==> config.mk <==
export PLATFORM = sky130hd
export DESIGN_NAME = ctwl_front
export DESIGN_NICKNAME = d
export VERILOG_FILES = /design/src/hw/rtl/ctwl_pkg.sv /design/src/hw/rtl/ctwl_front.sv
export SDC_FILE = /design/constraint.sdc
export NUM_CORES = 1
export LEC_CHECK = 0
export BUFFER_PORTS_ARGS = -buffer_cell sky130_fd_sc_hd__buf_2
export CAP_MARGIN = 20
export CORE_ASPECT_RATIO = 1.4
export CORE_MARGIN = 2
export CORE_UTILIZATION = 55
export DETAILED_ROUTE_END_ITERATION = 8
export PLACE_DENSITY = 0.85
export SYNTH_ARGS = -nofsm -noshare
export SYNTH_HDL_FRONTEND = slang
export SYNTH_SLANG_ARGS = --single-unit
==> constraint.sdc <==
create_clock -name clk -period 16.9 [get_ports clk]
set_clock_uncertainty 0.05 [all_clocks]
set_input_delay 3.38 -clock clk [delete_from_list [all_inputs] [get_ports clk]]
set_output_delay 3.38 -clock clk [all_outputs]
set_load 0.05 [all_outputs]
==> src/hw/rtl/ctwl_pkg.sv <==
`default_nettype none
// ----------------------------------------------------------------------------
// ctwl_pkg: connection table wildcard lookup package
// Shared sizes, item structs and command codes for the lookup block.
// ----------------------------------------------------------------------------
package ctwl_pkg;

  // Number of connection slots held in the table.
  localparam int TABLE_DEPTH = 64;

  // Fixed field widths of the item formats.
  localparam int SLOT_W  = 6;
  localparam int ADDR_W  = 32;
  localparam int PORT_W  = 16;
  localparam int SCORE_W = 2;

  // Table index width and a width that holds both a slot field and an index.
  localparam int IDX_W  = $clog2(TABLE_DEPTH);
  localparam int WIDE_W = (IDX_W > SLOT_W) ? IDX_W : SLOT_W;
  localparam int CMP_W  = WIDE_W + 1;

  // Score used while no entry has matched yet.
  localparam logic [SCORE_W-1:0] NO_MATCH_SCORE = 2'd3;

  // Input item.
  typedef struct packed {
    logic              mode;
    logic [SLOT_W-1:0] slot;
    logic              entry_valid;
    logic [ADDR_W-1:0] local_addr;
    logic [PORT_W-1:0] local_port;
    logic [ADDR_W-1:0] foreign_addr;
    logic [PORT_W-1:0] foreign_port;
    logic              allow_wildcard;
  } in_item_t;

  // Result item.
  typedef struct packed {
    logic               found;
    logic [SLOT_W-1:0]  match_slot;
    logic [SCORE_W-1:0] wildcard_count;
  } out_item_t;

  // One stored connection, also used as the lookup key.
  typedef struct packed {
    logic [ADDR_W-1:0] local_addr;
    logic [PORT_W-1:0] local_port;
    logic [ADDR_W-1:0] foreign_addr;
    logic [PORT_W-1:0] foreign_port;
  } entry_t;

  localparam int ENTRY_W = $bits(entry_t);

  // Command codes decided by the front end.
  typedef enum logic [1:0] {
    OP_LOOKUP  = 2'd0,
    OP_INSTALL = 2'd1,
    OP_REMOVE  = 2'd2,
    OP_IGNORE  = 2'd3
  } op_t;

  // Command passed from the front end to the back end.
  typedef struct packed {
    op_t              op;
    logic [IDX_W-1:0] slot;
    entry_t           entry;
    logic             allow_wildcard;
  } cmd_t;

endpackage
`default_nettype wire

==> src/hw/rtl/ctwl_front.sv <==
`default_nettype none
// ----------------------------------------------------------------------------
// ctwl_front: input front end
// Accepts input items, decodes them into commands and queues them in a
// two-entry queue toward the back end.
// ----------------------------------------------------------------------------
module ctwl_front (
  input  wire logic              clk,
  input  wire logic              rst_n,
  input  wire logic              in_valid,
  output logic                   in_ready,
  input  wire ctwl_pkg::in_item_t in_data,
  output logic                   cmd_valid,
  input  wire logic              cmd_ready,
  output ctwl_pkg::cmd_t         cmd
);
  import ctwl_pkg::*;

  logic [WIDE_W-1:0] slot_wide;
  logic              slot_in_range;
  cmd_t              cmd_in;
  logic              push;
  logic              pop;
  cmd_t              q_mem_r [2];
  logic              wr_ptr_r;
  logic              wr_ptr_nxt;
  logic              rd_ptr_r;
  logic              rd_ptr_nxt;
  logic [1:0]        count_r;
  logic [1:0]        count_nxt;

  // Classify the item: lookup, install, remove, or a write outside the table.
  assign slot_wide     = WIDE_W'(in_data.slot);
  assign slot_in_range = CMP_W'(in_data.slot) < CMP_W'(TABLE_DEPTH);

  always_comb begin
    cmd_in.slot                = slot_wide[IDX_W-1:0];
    cmd_in.entry.local_addr    = in_data.local_addr;
    cmd_in.entry.local_port    = in_data.local_port;
    cmd_in.entry.foreign_addr  = in_data.foreign_addr;
    cmd_in.entry.foreign_port  = in_data.foreign_port;
    cmd_in.allow_wildcard      = in_data.allow_wildcard;
    if (in_data.mode) begin
      cmd_in.op = OP_LOOKUP;
    end else if (!slot_in_range) begin
      cmd_in.op = OP_IGNORE;
    end else if (in_data.entry_valid) begin
      cmd_in.op = OP_INSTALL;
    end else begin
      cmd_in.op = OP_REMOVE;
    end
  end

  // Queue control.
  assign in_ready  = (count_r != 2'd2);
  assign cmd_valid = (count_r != 2'd0);
  assign cmd       = q_mem_r[rd_ptr_r];
  assign push      = in_valid && in_ready;
  assign pop       = cmd_valid && cmd_ready;

  always_comb begin
    wr_ptr_nxt = push ? ~wr_ptr_r : wr_ptr_r;
    rd_ptr_nxt = pop ? ~rd_ptr_r : rd_ptr_r;
    count_nxt  = count_r + 2'(push) - 2'(pop);
  end

  always_ff @(posedge clk) begin
    if (!rst_n) begin
      wr_ptr_r <= 1'b0;
      rd_ptr_r <= 1'b0;
      count_r  <= 2'd0;
    end else begin
      wr_ptr_r <= wr_ptr_nxt;
      rd_ptr_r <= rd_ptr_nxt;
      count_r  <= count_nxt;
    end
  end

  // Queue storage.
  always_ff @(posedge clk) begin
    if (push) begin
      q_mem_r[wr_ptr_r] <= cmd_in;
    end
  end

endmodule
`default_nettype wire

==> key figures, run 1 <==
Synth
  • Post-synth EDFFs: 210
  • Synth cell count leaders: edfxtp_1 (210), mux2_2 (55), mux2_4 (50)
  • Flops & latches, synth: 215
  • Main combinational cell family by area after synthesis: multiplexers
  • Synthesized Nets: 467
  • Simple-Gate Fraction of Synth Area: 1.022%
  • Synthesized cell area: 0.008076 mm2
  • Synth Flop Type: edfxtp_1
  • Post-synthesis adder-cell area fraction: 0.3098%
  • Mapped Cells: 356
  • Dominant cells by area after synthesis: edfxtp_1 (78%), mux2_4 (9.3%), mux2_2 (7.7%)
  • Sequential area share after synthesis: 79.32%
  • Top-count cell post-synth: edfxtp_1
  • Mux contribution to synthesized area: 16.96%
  • Mean area per synthesized cell: 22.69 um2
  • Ys async rst share: 0%
  • Area share of the largest cell type after synthesis: 78.08%
  • Synth unique cells: 23
  • Complex-gate fraction of the synthesized area: 0.1549%
  • Yosys warning count: 0
  • Area leader, netlist: edfxtp_1
  • Post-synthesis xor/xnor area fraction: 0.2169%

Power and ir drop
  • Comb power frac: 35.6%
  • Pleak: 3.816 nW
  • Switch share: 36.94%
  • Pint: 1.120 mW
  • Psw: 0.6562 mW
  • PwrDens: 179.3 mW/mm2
  • Clock power frac: 24.1%
  • Worst ir drop on vdd: 0.0001246 V
  • Reg power frac: 40.3%

Timing
  • Peak Freq: 160.0 MHz
  • Final slew viol count: 0
  • Min cycle time layout: 6249 ps
  • Worst slew pin tran: 980.7 ps
  • Relative slew slack: 34.62%
  • Post-route setup TNS: 0 ps
  • Final setup violation count: 0
  • Final hold viol count: 0
  • Tcrit/Tclk final: 36.98%
  • RSZ-0062 raised after global routing: no
  • Final hold slack: 472.4 ps

Global routing
  • Total gr overflow: 0
  • Initial antenna violation count: 2
  • First-pass GRT wire length: 21800 um
  • Number of global-route vias before repair: 4361
  • GRT Overall Usage: 18.01%
  • Pin count of the biggest net entering global routing: 74

Floorplan
  • Chip Height: 147.4 um
  • Core ar.: 0.01438 mm2
  • Num rows: 52
  • Initial core utilization: 56.17%
  • Die ar.: 0.01568 mm2
  • Io pins: 216
  • Die W: 106.4 um

Clock network
  • Clock H-tree levels: 1
  • CTS Sinks: 215
  • CTS tree: yes
  • Clock root cell: clkbuf_16
  • Cts bufs inserted: 19
  • Cts-stage hold buffer count: 0
  • Post-cts resize count: 0
  • Longest Clk Path Bufs: 3
  • Post-CTS Setup Bufs: 0
  • Worst-Skew Late Latency: 470 ps
  • CTS clk-pin slew, worst paths: 60 ps

Worst setup path
  • Crit-path slowest cell: dfxtp_4
  • Worst r2r path cells: 3
  • CP Buf/Inv Count: 2
  • Crit path cell chain: buf_4, mux2_2, buf_2
  • Crit-path max FO: 54
  • Family with the most delay on the worst path: buffers and inverters
  • Critical path type: reg2out
  • RR Endpoint: q_mem_r[1][26]
  • Worst Path Required: 13470 ps
  • Nature of the critical path startpoint: register
  • CP Data Arrival Time: 2820 ps
  • R2r setup slk: 14500 ps
  • Crit path largest cell delay: 870 ps
  • Crit path capture type: output port
  • R2r startpoint: count_r[0]

Place
  • Final GP Congestion: 0.7604
  • Port bufs: 215
  • DP HPWL: 9713 um

Routing
  • Drt total wl: 14440 um
  • Antenna-violating nets left: 0
  • TritonRoute pass-1 iters: 4
  • Vias per inst: 5.152
  • Initial drt markers: 148
  • WL/cell: 18.35 um
  • Post-route DRC: 0
  • Via count: 4055

Worst hold path
  • Hold WC Path Type: reg2reg
  • Min-delay src: rd_ptr_r
  • Hold Crit Depth: 2
  • Hold worst-path end: rd_ptr_r

Layout
  • Share of layout cells above drive strength 1: 59.73%
  • Final nets: 695
  • Area growth from synthesis to layout: 22.66%

Run
  • MaxCap Viol Count: 0

Status
  • Status: complete, no violations
## tightest hold or removal path: stages (launching register included)
cell and delay (ps):
dfxtp_1 330, xnor2_1 80, nor2_1 80
## how the worst max path moves through the flow
stage                        start             to  cells after the start
after floorplan           in_valid  q_mem_r[0][0]                      2
after global placement    register       cmd[104]                      3
after detailed placement  register        cmd[18]                      3
after CTS                 register        cmd[21]                      3
after global routing      register        cmd[18]                      3
final                     register        cmd[21]                      3
## area by class of cell
type | count | area [um2]
clock inverter | 11 | 131.4
clock buffer | 22 | 486.7
antenna | 2 | 5.005
multi-input combinational | 126 | 1520
tap | 189 | 236.5
sequential | 215 | 6410
timing repair buffer | 219 | 1106
inverter | 3 | 11.26
fill | 959 | 4472
## placed cells by master, fill, tap and decap left out
cell type / count
mux2_4: 50
nor2_1: 4
dfxtp_4: 1
or2_2: 1
diode_2: 2
ha_1: 2
nand2b_1: 1
edfxtp_1: 210
nand2_1: 1
xor2_1: 1
mux2_2: 55
clkbuf_1: 3
clkinv_1: 2
o21a_1: 1
clkinv_2: 5
inv_6: 1
inv_1: 3
nor2b_4: 1
dfxtp_1: 4
clkbuf_16: 19
and3_4: 1
xnor2_1: 1
nor2b_1: 1
buf_4: 4
bufinv_16: 3
and2_1: 3
buf_2: 215
nor3_1: 1
o21ai_0: 1
nand4b_1: 1
## per-layer routing
metal / vias up / global-route usage (%) / part of all wire [%]
met5: - / 0 / 0
met4: 0 / 7.468 / 3.3
met3: 33 / 3.924 / 6.8
met2: 159 / 33.75 / 56
met1: 2002 / 19.45 / 34
li1: 1861 / - / -
## power by group through the flow
| stage | sequential (mW) | combinational [mW] | clock (mW) |
|---|---|---|---|
| final | 0.716 | 0.633 | 0.428 |
| after global routing | 0.724 | 0.658 | 0.458 |
| after CTS | 0.718 | 0.639 | 0.438 |
| after detailed placement | 0.728 | 0.637 | 0 |
| after global placement | 0.722 | 0.628 | 0 |
| after floorplan | 0.710 | 0.551 | 0 |
## sequential cells by signal, indices dropped and copies added (netlist names), named ones only
name,flops
wr_ptr_r,1
q_mem_r,210
count_r,2
rd_ptr_r,1
## per-stage QoR
stage,std cells,util [%],instance area [um2],power [mW],setup WS [ps]
after floorplan,356,-,8077,1.261,8096
after global placement,752,64.57,9284,1.350,11180
after detailed placement,752,64.57,9284,1.365,11110
after CTS,785,68.87,9902,1.795,10590
after global routing,787,68.90,9907,1.840,10480
final,787,68.90,9907,1.776,10650
## cells by family (layout without fill, tap and decap cells)
| family | Yosys count | after routing |
|---|---|---|
| fa+ha+maj | 2 | 2 |
| buf+inv | 15 | 255 |
| mux | 105 | 105 |
| simple gates | 15 | 15 |
| compound gates | 2 | 2 |
| xor+xnor | 2 | 2 |
| other cells | 0 | 2 |
| flops | 215 | 215 |
Note: power is estimated with default switching activity, not from simulation.
==> run 2: changes to the inputs <==
--- a/config.mk
+++ b/config.mk
@@ -9,9 +9,9 @@
 export CAP_MARGIN = 20
 export CORE_ASPECT_RATIO = 1.4
 export CORE_MARGIN = 2
-export CORE_UTILIZATION = 55
+export CORE_UTILIZATION = 52
 export DETAILED_ROUTE_END_ITERATION = 8
-export PLACE_DENSITY = 0.85
+export PLACE_DENSITY = 0.81
 export SYNTH_ARGS = -nofsm -noshare
 export SYNTH_HDL_FRONTEND = slang
 export SYNTH_SLANG_ARGS = --single-unit
==> constraint.sdc (replaced) <==
create_clock -name clk -period 5.85 [get_ports clk]
set_clock_uncertainty 0.05 [all_clocks]
set_input_delay 1.17 -clock clk [delete_from_list [all_inputs] [get_ports clk]]
set_output_delay 1.17 -clock clk [all_outputs]
set_load 0.05 [all_outputs]
==> key figures, run 2 (synthesis results as in run 1) <==
Status
  • Status: complete, no violations

Clock network
  • Cts-stage hold buffer count: 0 (unchanged)
  • Worst-Skew Late Latency: 470 ps (about the same)
  • Post-CTS Setup Bufs: 0 (unchanged)
  • CTS Sinks: 215 (unchanged)
  • Post-cts resize count: 0 (unchanged)
  • CTS tree: yes
  • Cts bufs inserted: 20 (+1)
  • CTS clk-pin slew, worst paths: 60 ps (about the same)
  • Clock H-tree levels: 1 (unchanged)
  • Longest Clk Path Bufs: 3 (unchanged)
  • Clock root cell: clkbuf_16

Place
  • Final GP Congestion: 0.7360 (-3.2%)
  • Port bufs: 215 (unchanged)
  • Placed cells: 756 (+0.53%)
  • DP HPWL: 9753 um (+0.42%)

Timing
  • RSZ-0062 raised after global routing: no
  • Peak Freq: 269.1 MHz
  • Final hold viol count: 0 (unchanged)
  • Min cycle time layout: 3716 ps
  • Tcrit/Tclk final: 63.52%
  • Relative slew slack: 36.38% (+1.8 points)
  • Worst slew pin tran: 954.3 ps (-26.42 ps)
  • Final slew viol count: 0 (unchanged)
  • Post-route setup TNS: 0 ps (unchanged)
  • Final setup violation count: 0 (unchanged)

Layout
  • Top Registers: q_mem_r x210, count_r x2
  • Largest reg by FF count: q_mem_r
  • Number of flip-flops in the largest register: 210 (unchanged)
  • Most common cell after layout, fill and taps aside: buf_2
  • Most frequent cells in the layout: buf_2 (215), edfxtp_1 (210), mux2_2 (55)
  • Non-Filler Instances: 793 (+0.76%)
  • Area growth from synthesis to layout: 23.11%
  • Share of layout cells above drive strength 1: 59.67% (-0.065 points)
  • Final nets: 697 (+0.29%)

Floorplan
  • Initial core utilization: 53.42% (-2.8 points)
  • Io pins: 216 (unchanged)
  • Core ar.: 0.01512 mm2 (+5.2%)
  • Die ar.: 0.01656 mm2 (+5.6%)
  • Num rows: 53 (+1.9%)
  • Chip Height: 151.5 um (+2.8%)
  • Die W: 109.3 um (+2.7%)

Routing
  • Drt total wl: 14500 um (+0.39%)
  • TritonRoute pass-1 iters: 4 (unchanged)
  • Initial drt markers: 160 (+8.1%)
  • Antenna-violating nets left: 0 (unchanged)
  • WL/cell: 18.28 um (-0.36%)
  • Vias per inst: 5.100 (-1.0%)
  • Post-route DRC: 0 (unchanged)
  • Via count: 4044 (-0.27%)

Global routing
  • Pin count of the biggest net entering global routing: 67 (-9.5%)
  • Total gr overflow: 0 (unchanged)
  • Initial antenna violation count: 0 (-2)
  • First-pass GRT wire length: 21130 um (-3.1%)
  • Number of global-route vias before repair: 4272 (-2.0%)
  • GRT Overall Usage: 16.92% (-1.1 points)

Run
  • MaxCap Viol Count: 0 (unchanged)

Worst setup path
  • CP Data Arrival Time: 2500 ps (-320 ps)
  • Critical path type: reg2out
  • Worst Path Required: 4630 ps (-8840 ps)
  • Crit path capture type: output port
  • Nature of the critical path startpoint: register
  • Crit-path max FO: 55 (+1.9%)

Power and ir drop
  • Pleak: 3.830 nW (+0.36%)
  • PwrDens: 517.0 mW/mm2 (+190%)
  • Worst ir drop on vdd: 0.0004158 V (+230%)

Worst hold path
  • Hold WC Path Type: reg2reg
run 2: cell types whose count changed in the layout (fill, tap and decap cells not counted), sizes merged:
cell	before	now
bufinv	3	1
buf	219	220
clkinvlp	0	1
inv	4	3
diode	2	1
clkinv	7	6
clkbuf	22	28
run 2: critical path, stage by stage (launching register included):
cell and delay, ps:
dfxtp_4 890, buf_4 510, mux2_2 390, buf_2 210
run 2: stage by stage:
| step | cell area, um2 | setup slack, ps | power [mW] | utilization (%) | hold slack (ps) |
|---|---|---|---|---|---|
| 4_1_cts | 9941 | 2060 | 5.200 | 65.75 | 494.1 |
| 3_3_place_gp | 9295 | 2542 | 3.913 | 61.48 | 445.8 |
| 5_1_grt | 9941 | 1964 | 5.336 | 65.75 | 527.1 |
| 2_1_floorplan | 8079 | 1284 | 3.632 | - | 413.6 |
| 3_5_place_dp | 9295 | 2459 | 3.949 | 61.48 | 474.4 |
| 6_report | 9943 | 2134 | 5.141 | 65.76 | 480.5 |
run 2: layer usage:
| metal | vias to the layer above | track usage, % | routed length (um) |
|---|---|---|---|
| met1 | 1978 | 18.34 | 5089 |
| met2 | 161 | 30.96 | 7785 |
| met5 | - | 0 | 0 |
| met3 | 34 | 4.448 | 1186 |
| li1 | 1871 | - | - |
| met4 | 0 | 6.899 | 435 |
run 2: worst paths after layout:
check	startpoint	end	slack (ps)	cells after the start
setup / recovery	register	cmd[104]	2130	3
setup reg to reg	count_r[0]	q_mem_r[0][90]	3190	4
hold / removal	rd_ptr_r	register	480	2
hold reg to reg	rd_ptr_r	register	480	2
run 2: layout make-up:
cell class,count,area [um2]
well taps,192,240.2
fillers,1043,5176
repair buffers,220,1114
multi-input cells,126,1520
inverters,3,11.26
flip-flops and latches,215,6410
clock buffers,28,581.8
diodes,1,2.502
clock inverters,8,63.81
run 2: power breakdown:
group	internal [mW]	total [mW]	switching [mW]
registers	1.95	2.07	0.115
clock network	0.738	1.24	0.507
logic	0.551	1.83	1.28
total	3.24	5.14	1.90
